==> src/hw/rtl/crbs_pkg.sv <==
`default_nettype none

package crbs_pkg;

  // coordinate format: signed, 4 fraction bits
  localparam int COORD_WIDTH = 16;

  // divide by 6 through a scaled reciprocal; the shift leaves the product
  // error below one sixth for every dividend up to 2^COORD_WIDTH + 2
  localparam int DIV6_SHIFT = COORD_WIDTH + 3;
  localparam logic [COORD_WIDTH:0] DIV6_RECIP =
    (COORD_WIDTH + 1)'(((64'd1 << DIV6_SHIFT) + 64'd5) / 64'd6);

  typedef logic signed [COORD_WIDTH-1:0] coord_t;

  typedef struct packed {
    coord_t x;
    coord_t y;
    coord_t z;
  } point_t;

  typedef enum logic [1:0] {
    KIND_START   = 2'd0,
    KIND_HANDLE1 = 2'd1,
    KIND_HANDLE2 = 2'd2,
    KIND_END     = 2'd3
  } kind_t;

  // everything the emitter needs for one input word
  typedef struct packed {
    point_t q0;       // p0 of the leading segment
    point_t w1;
    point_t w2;
    point_t pn;       // newest point
    logic   has_b;    // closing segment present
    logic   short_c;  // curve ended too early
  } job_t;

endpackage

`default_nettype wire

==> src/hw/rtl/crbs_window.sv <==
`default_nettype none

module crbs_window (
  input  wire              clk,
  input  wire              rst_n,
  input  wire              accept,
  input  crbs_pkg::point_t pt,
  input  wire              fin,
  output crbs_pkg::job_t   job,
  output logic             has_results
);
  import crbs_pkg::*;

  point_t     win0_r, win1_r, win2_r;
  logic [1:0] seen_r;
  logic       two_or_more;

  assign two_or_more = (seen_r >= 2'd2);

  always_comb begin
    job.q0      = (seen_r == 2'd3) ? win0_r : win1_r;
    job.w1      = win1_r;
    job.w2      = win2_r;
    job.pn      = pt;
    job.has_b   = fin & two_or_more;
    job.short_c = fin & ~two_or_more;
    has_results = two_or_more | fin;
  end

  always_ff @(posedge clk) begin
    if (!rst_n) begin
      win0_r <= '0;
      win1_r <= '0;
      win2_r <= '0;
      seen_r <= '0;
    end else if (accept) begin
      if (fin) begin
        win0_r <= '0;
        win1_r <= '0;
        win2_r <= '0;
        seen_r <= '0;
      end else begin
        win0_r <= win1_r;
        win1_r <= win2_r;
        win2_r <= pt;
        if (seen_r != 2'd3) begin
          seen_r <= seen_r + 2'd1;
        end
      end
    end
  end

endmodule

`default_nettype wire

==> src/hw/rtl/crbs_coord.sv <==
`default_nettype none

module crbs_coord (
  input  crbs_pkg::coord_t p0,
  input  crbs_pkg::coord_t p1,
  input  crbs_pkg::coord_t p2,
  input  crbs_pkg::coord_t p3,
  input  crbs_pkg::kind_t  part,
  output crbs_pkg::coord_t c
);
  import crbs_pkg::*;

  localparam int DW = COORD_WIDTH + 1;  // exact difference
  localparam int QW = COORD_WIDTH - 1;  // quotient magnitude
  localparam int SW = COORD_WIDTH + 2;  // sum before saturation

  coord_t          anchor;
  logic [DW-1:0]   d;
  logic [DW-1:0]   mag;
  logic [DW-1:0]   dividend;
  logic [2*DW-1:0] prod;
  logic [QW-1:0]   q;
  logic            neg;
  logic [SW-1:0]   delta;
  logic [SW-1:0]   sum;
  logic            ovf;
  coord_t          handle;

  always_comb begin
    if (part == KIND_START || part == KIND_HANDLE1) begin
      anchor = p1;
    end else begin
      anchor = p2;
    end

    if (part == KIND_HANDLE1) begin
      d = {p2[COORD_WIDTH-1], p2} - {p0[COORD_WIDTH-1], p0};
    end else begin
      d = {p3[COORD_WIDTH-1], p3} - {p1[COORD_WIDTH-1], p1};
    end

    // round half away from zero on the magnitude
    mag      = d[DW-1] ? (~d + DW'(1)) : d;
    dividend = mag + DW'(3);
    prod     = (2*DW)'(dividend) * (2*DW)'(DIV6_RECIP);
    q        = prod[DIV6_SHIFT +: QW];

    // second handle subtracts the quotient
    neg   = d[DW-1] ^ (part == KIND_HANDLE2);
    delta = neg ? (~{3'b000, q} + SW'(1)) : {3'b000, q};
    sum   = {{2{anchor[COORD_WIDTH-1]}}, anchor} + delta;

    ovf = (sum[SW-1:COORD_WIDTH-1] != {(SW-COORD_WIDTH+1){1'b0}}) &&
          (sum[SW-1:COORD_WIDTH-1] != {(SW-COORD_WIDTH+1){1'b1}});
    if (ovf) begin
      handle = sum[SW-1] ? {1'b1, {(COORD_WIDTH-1){1'b0}}}
                         : {1'b0, {(COORD_WIDTH-1){1'b1}}};
    end else begin
      handle = sum[COORD_WIDTH-1:0];
    end

    if (part == KIND_HANDLE1 || part == KIND_HANDLE2) begin
      c = handle;
    end else begin
      c = anchor;
    end
  end

endmodule

`default_nettype wire

==> src/hw/rtl/crbs_emitter.sv <==
`default_nettype none

module crbs_emitter (
  input  wire              clk,
  input  wire              rst_n,
  input  wire              load,
  input  crbs_pkg::job_t   job_in,
  output logic             free,
  output logic             out_valid,
  input  wire              out_ready,
  output crbs_pkg::coord_t out_cx,
  output crbs_pkg::coord_t out_cy,
  output crbs_pkg::coord_t out_cz,
  output logic [1:0]       out_kind,
  output logic             out_curve_done,
  output logic             out_too_short,
  output logic             out_run_end
);
  import crbs_pkg::*;

  job_t       job_r;
  logic       job_valid_r;
  logic [2:0] idx_r;

  logic       out_valid_r;
  coord_t     cx_r, cy_r, cz_r;
  kind_t      kind_r;
  logic       done_r, short_r, end_r;

  logic       adv, emit, last, seg_b;
  kind_t      part;
  point_t     sp0, sp1, sp2, sp3;
  coord_t     hx, hy, hz;

  assign adv   = ~out_valid_r | out_ready;
  assign emit  = job_valid_r & adv;
  assign seg_b = idx_r[2];
  assign part  = kind_t'(idx_r[1:0]);

  always_comb begin
    if (job_r.short_c) begin
      last = (idx_r == 3'd0);
    end else if (job_r.has_b) begin
      last = (idx_r == 3'd7);
    end else begin
      last = (idx_r == 3'd3);
    end
    free = ~job_valid_r | (emit & last);

    // second segment slides the window by one point
    sp0 = seg_b ? job_r.w1 : job_r.q0;
    sp1 = seg_b ? job_r.w2 : job_r.w1;
    sp2 = seg_b ? job_r.pn : job_r.w2;
    sp3 = job_r.pn;
  end

  crbs_coord u_coord_x (
    .p0(sp0.x), .p1(sp1.x), .p2(sp2.x), .p3(sp3.x), .part(part), .c(hx)
  );
  crbs_coord u_coord_y (
    .p0(sp0.y), .p1(sp1.y), .p2(sp2.y), .p3(sp3.y), .part(part), .c(hy)
  );
  crbs_coord u_coord_z (
    .p0(sp0.z), .p1(sp1.z), .p2(sp2.z), .p3(sp3.z), .part(part), .c(hz)
  );

  always_ff @(posedge clk) begin
    if (!rst_n) begin
      job_valid_r <= 1'b0;
      idx_r       <= '0;
      out_valid_r <= 1'b0;
    end else begin
      if (emit) begin
        out_valid_r <= 1'b1;
      end else if (adv) begin
        out_valid_r <= 1'b0;
      end
      // a new job only lands when the old one is idle or on its last word
      if (load) begin
        job_valid_r <= 1'b1;
        idx_r       <= '0;
      end else if (emit) begin
        idx_r <= idx_r + 3'd1;
        if (last) begin
          job_valid_r <= 1'b0;
        end
      end
    end
  end

  always_ff @(posedge clk) begin
    if (load) begin
      job_r <= job_in;
    end
    if (emit) begin
      if (job_r.short_c) begin
        cx_r    <= '0;
        cy_r    <= '0;
        cz_r    <= '0;
        kind_r  <= KIND_START;
        done_r  <= 1'b1;
        short_r <= 1'b1;
      end else begin
        cx_r    <= hx;
        cy_r    <= hy;
        cz_r    <= hz;
        kind_r  <= part;
        done_r  <= seg_b & (part == KIND_END);
        short_r <= 1'b0;
      end
      end_r <= last;
    end
  end

  assign out_valid      = out_valid_r;
  assign out_cx         = cx_r;
  assign out_cy         = cy_r;
  assign out_cz         = cz_r;
  assign out_kind       = kind_r;
  assign out_curve_done = done_r;
  assign out_too_short  = short_r;
  assign out_run_end    = end_r;

endmodule

`default_nettype wire

==> src/hw/rtl/catmull_rom_bezier_stream.sv <==
// catmull-rom to cubic bezier converter, one point word in, control
// point words out
// input channel: in_px/in_py/in_pz (signed q11.4) plus in_final_point,
// taken on in_valid & in_ready
// output channel: one control point per word (out_cx/cy/cz), out_kind
// gives start anchor, first handle, second handle, end anchor in order
// the first two points of a curve only fill the window and give no word;
// each later point gives four words, a final point gives eight (its
// segment closes the curve), a final point as first or second point gives
// a single too-short word; out_run_end marks the last word of each input
// the taken point is first held in the emitter's job register, and its
// first word then moves into the output register once that is free
// throughput: one output word per cycle through the single output
// register while points keep coming and out_ready stays high; in_ready
// rises again in the cycle that the last word of the current point moves
// into the output register
// reset (rst_n low, synchronous) empties the window and drops any
// pending words; a stalled out_ready holds the output word, and in_ready
// stays low while words of a taken point are still waiting to go out
`default_nettype none

module catmull_rom_bezier_stream (
  input  wire              clk,
  input  wire              rst_n,
  input  wire              in_valid,
  output logic             in_ready,
  input  crbs_pkg::coord_t in_px,
  input  crbs_pkg::coord_t in_py,
  input  crbs_pkg::coord_t in_pz,
  input  wire              in_final_point,
  output logic             out_valid,
  input  wire              out_ready,
  output crbs_pkg::coord_t out_cx,
  output crbs_pkg::coord_t out_cy,
  output crbs_pkg::coord_t out_cz,
  output logic [1:0]       out_kind,
  output logic             out_curve_done,
  output logic             out_too_short,
  output logic             out_run_end
);
  import crbs_pkg::*;

  point_t pt;
  job_t   job;
  logic   has_results;
  logic   accept;
  logic   free;

  assign pt.x   = in_px;
  assign pt.y   = in_py;
  assign pt.z   = in_pz;

  // a point is taken only when the emitter can start on it at once
  assign in_ready = free;
  assign accept   = in_valid & free;

  // three-point window and point count
  crbs_window u_window (
    .clk        (clk),
    .rst_n      (rst_n),
    .accept     (accept),
    .pt         (pt),
    .fin        (in_final_point),
    .job        (job),
    .has_results(has_results)
  );

  // walks the segment words and holds the output register
  crbs_emitter u_emitter (
    .clk           (clk),
    .rst_n         (rst_n),
    .load          (accept & has_results),
    .job_in        (job),
    .free          (free),
    .out_valid     (out_valid),
    .out_ready     (out_ready),
    .out_cx        (out_cx),
    .out_cy        (out_cy),
    .out_cz        (out_cz),
    .out_kind      (out_kind),
    .out_curve_done(out_curve_done),
    .out_too_short (out_too_short),
    .out_run_end   (out_run_end)
  );

endmodule

`default_nettype wire

==> config.mk <==
export PLATFORM = sky130hd
export DESIGN_NAME = catmull_rom_bezier_stream
export DESIGN_NICKNAME = d
export VERILOG_FILES = /design/src/hw/rtl/crbs_pkg.sv /design/src/hw/rtl/crbs_window.sv /design/src/hw/rtl/crbs_coord.sv /design/src/hw/rtl/crbs_emitter.sv /design/src/hw/rtl/catmull_rom_bezier_stream.sv
export SDC_FILE = /design/constraint.sdc
export NUM_CORES = 2
export LEC_CHECK = 0
export ABC_AREA = 1
export ABC_CLOCK_PERIOD_IN_PS = 19700
export BUFFER_PORTS_ARGS = -buffer_cell sky130_fd_sc_hd__buf_2
export CAP_MARGIN = 5
export CORE_ASPECT_RATIO = 0.75
export CORE_MARGIN = 3
export CORE_UTILIZATION = 40
export DETAILED_ROUTE_END_ITERATION = 6
export GPL_TIMING_DRIVEN = 1
export HOLD_SLACK_MARGIN = 0.12
export SYNTH_ARGS = -nofsm -noshare
export SYNTH_HDL_FRONTEND = slang
export SYNTH_SLANG_ARGS = --single-unit
==> constraint.sdc <==
create_clock -name clk -period 19.7 [get_ports clk]
set_input_delay 0.985 -clock clk [delete_from_list [all_inputs] [get_ports clk]]
set_output_delay 0.985 -clock clk [all_outputs]
set_load 0.05 [all_outputs]
==> metrics.md <==
| Metric | Value |
|---|---|
| Top_reg_cell synth | `edfxtp_1` |
| Initial antenna violation count | `9` |
| GRT Residual Overflow | `0` |
| Global-route wire length before repair | `230000 um` |
| CP max stage cell | `xor2_1` |
| Initial DRC Count | `~3800` |
| Final period utilization | `69.4%` |
| Synthesized area | `0.0473 mm2` |
| DR pass1 iterations | `6` |
| RSZ-0062 raised after global routing | `no` |
| Pin count of the biggest net entering global routing | `~100` |
| TritonCTS Buffers | `45` |
| Util after Layout | `43.7%` |
| Setup TNS | `0 ps` |
| Post-synth top area cell | `edfxtp_1` |
| Setup Buffers After CTS | `0` |
| Ranking of synthesized cells by area | `edfxtp_1, ha_1, nand2_1, fa_1, inv_1` |
| Max Cap Viol | `0` |
| Chip width | `403 um` |
| Post-route DRC violation count | `0` |
| Fmax | `~73 MHz` |
| Hold slack | `432 ps` |
| Worst-path clk slew | `60 ps` |
| CTS tree | `yes` |
| Crit Path Max Fanout | `84` |
| Asr flop ratio synth | `0%` |
| H-Tree Depth | `2` |
| WL/cell | `17.8 um` |
| Vias per inst | `just over 5` |
| Clock Latency Late Sink | `610 ps` |
| Layout cells sized above 1 | `6.17%` |
| Die height | `~300 um` |
| Post-synth EDFFs | `247` |
| Ports | `108` |
| Min cycle time layout | `13680 ps` |
| Crit end category | `flop` |
| Die area | `0.122 mm2` |
| Row cnt | `between 100 and 150` |
| Fill count | `12200` |
| Nets | `between 7000 and 8000` |
| Relative slew margins | `6.53%` |
| CTS max path bufs | `3` |
| Post-Route WL | `between 100000 and 150000 um` |
| Mean Syn Cell Area | `7.10 um2` |
| Post-synthesis register bit count | `a little under 400` |
| Setup Crit Path Kind | `reg2reg` |
| Syn Nets | `7525` |
| Core area | `0.116 mm2` |
| Tightest Hold Check Type | `reg2reg` |
| Commonest cells in the netlist | `nand2_1, inv_1, nand3_1` |
| I/O Buffers | `107` |
| Vias | `42700` |
| Total GRT Usage | `23.7%` |
| Critical Path AT | `14120 ps` |
| Slew Limit Fails | `0` |
| Root Driver | `clkbuf_16` |
| CTS sink cnt | `398` |
| Post-CTS sizing | `0` |
| Routability Congestion | `0.996` |
| Top cell type's share of synthesized area | `15.7%` |
| Hold_buf cts | `0` |
| Status | `completed` |
| Yosys cell types | `61` |
| Mapped Cells | `6657` |
| Setup violations, final | `0` |
| CP Launch Type | `flop` |
| Area Growth Syn to Fin | `7.59%` |
| Ys Warns | `0` |
| Worst-Margin Slew | `1390 ps` |
| Count leader, synth | `nand2_1` |
| Final hold vios | `0` |
| Dpl hpwl | `122000 um` |
| WP data required | `between 20000 and 25000 ps` |
| Initial Utilization | `40.6%` |
| Antenna Nets Post-Route | `0` |
| Vias in the first global route | `40000` |
| Critical Path Most Common Cell | `nand2_1` |
| Setup Skew | `between 50 and 60 ps` |
| Max stage delay on crit path | `770 ps` |
| Post-synthesis sequential area ratio | `22.1%` |
cells by family (layout without fill, tap and decap cells):
logic type / Yosys count / count (layout) / synth area share, %
adders and majority gates: 815 / 815 / 25.6
buffers and inverters: 1349 / 1420 / 11.1
DFF: 398 / 398 / 22.1
AOI/OAI and AO/OA: 830 / 830 / 9.26
and+or+nand+nor: 3082 / 3082 / 28.4
xor gates and xnor gates: 139 / 139 / 2.66
muxes: 44 / 44 / 0.932
other: 0 / 5 / 0
placed cells by master, fill, tap and decap left out, drive strengths merged, types with 55 or more instances in the layout:
cell    instances
clkbuf         55
edfxtp        247
nand4          97
nand3         621
nor2          355
nand2        1920
fa            255
ha            560
dfxtp         151
a21oi         429
inv          1208
xor2          109
o21ai         332
buf           133
sequential cells by signal (all words and copies together), names as in the netlist, 2 cells and up:
register,count
u_window.seen_r,2
u_window.win0_r,48
u_emitter.out_cx,16
u_emitter.out_cz,16
u_emitter.idx_r,3
u_emitter.out_cy,16
u_window.job,96
u_emitter.out_kind,2
u_emitter.job_r,194
worst paths after layout:
path                            cells past startpoint  slack, ps                       startpoint                            endpoint
worst max-delay path                               57       6020  u_emitter.idx_r[2]$_SDFFE_PP0P_  u_emitter.out_cz[10]$_SDFFCE_PP0P_
worst min-delay path                                0        430    u_window.job[51]$_SDFFE_PN0P_       u_emitter.job_r[51]$_DFFE_PP_
worst max register to register                     57       6020  u_emitter.idx_r[2]$_SDFFE_PP0P_  u_emitter.out_cz[10]$_SDFFCE_PP0P_
worst min register to register                      0        430    u_window.job[51]$_SDFFE_PN0P_       u_emitter.job_r[51]$_DFFE_PP_
metrics by stage:
stage | cells | area (um2) | setup slack, ps
floorplan | 6657 | 47300 | 6670
global placement | 8182 | 49300 | 6390
detailed placement | 8182 | 49300 | 6370
CTS | 8266 | 50800 | 6300
global route | 8269 | 50900 | 5080
finish | 8273 | 50900 | 6020
layout make-up:
class	count	area (um2)	share of cell area, %
Sequential cell	398	10400	20.5
Tap cell	1540	1930	3.79
Timing Repair Buffer	134	738	1.45
Clock buffer	54	1210	2.38
Inverter	1202	4530	8.91
Antenna cell	5	12.5	0.0246
Clock inverter	30	358	0.704
Multi-Input combinational cell	4910	31600	62.2
layer usage:
| metal | up-vias | global-route usage, % | share of wire (%) |
|---|---|---|---|
| met3 | 100 | 5.72 | 8.8 |
| met2 | 1231 | 32.0 | 38 |
| met1 | 19800 | 37.9 | 52 |
| met4 | 0 | 3.61 | 1.4 |
| li1 | 21500 | - | - |
| met5 | - | 0 | 0 |
worst max-delay path, delay by kind of cell, from the launching register on:
| kind | cells | cell delay, ps |
|---|---|---|
| AOI/OAI and AO/OA | 5 | 1260 |
| xor gates and xnor gates | 4 | 1610 |
| adders and majority gates | 12 | 4790 |
| buffers and inverters | 10 | 1390 |
| DFF | 1 | 700 |
| and+or+nand+nor | 26 | 3690 |
Power is left out: the tool's default activity adds up to more than one toggle a clock period on the data nets, which glitch-free logic cannot reach.
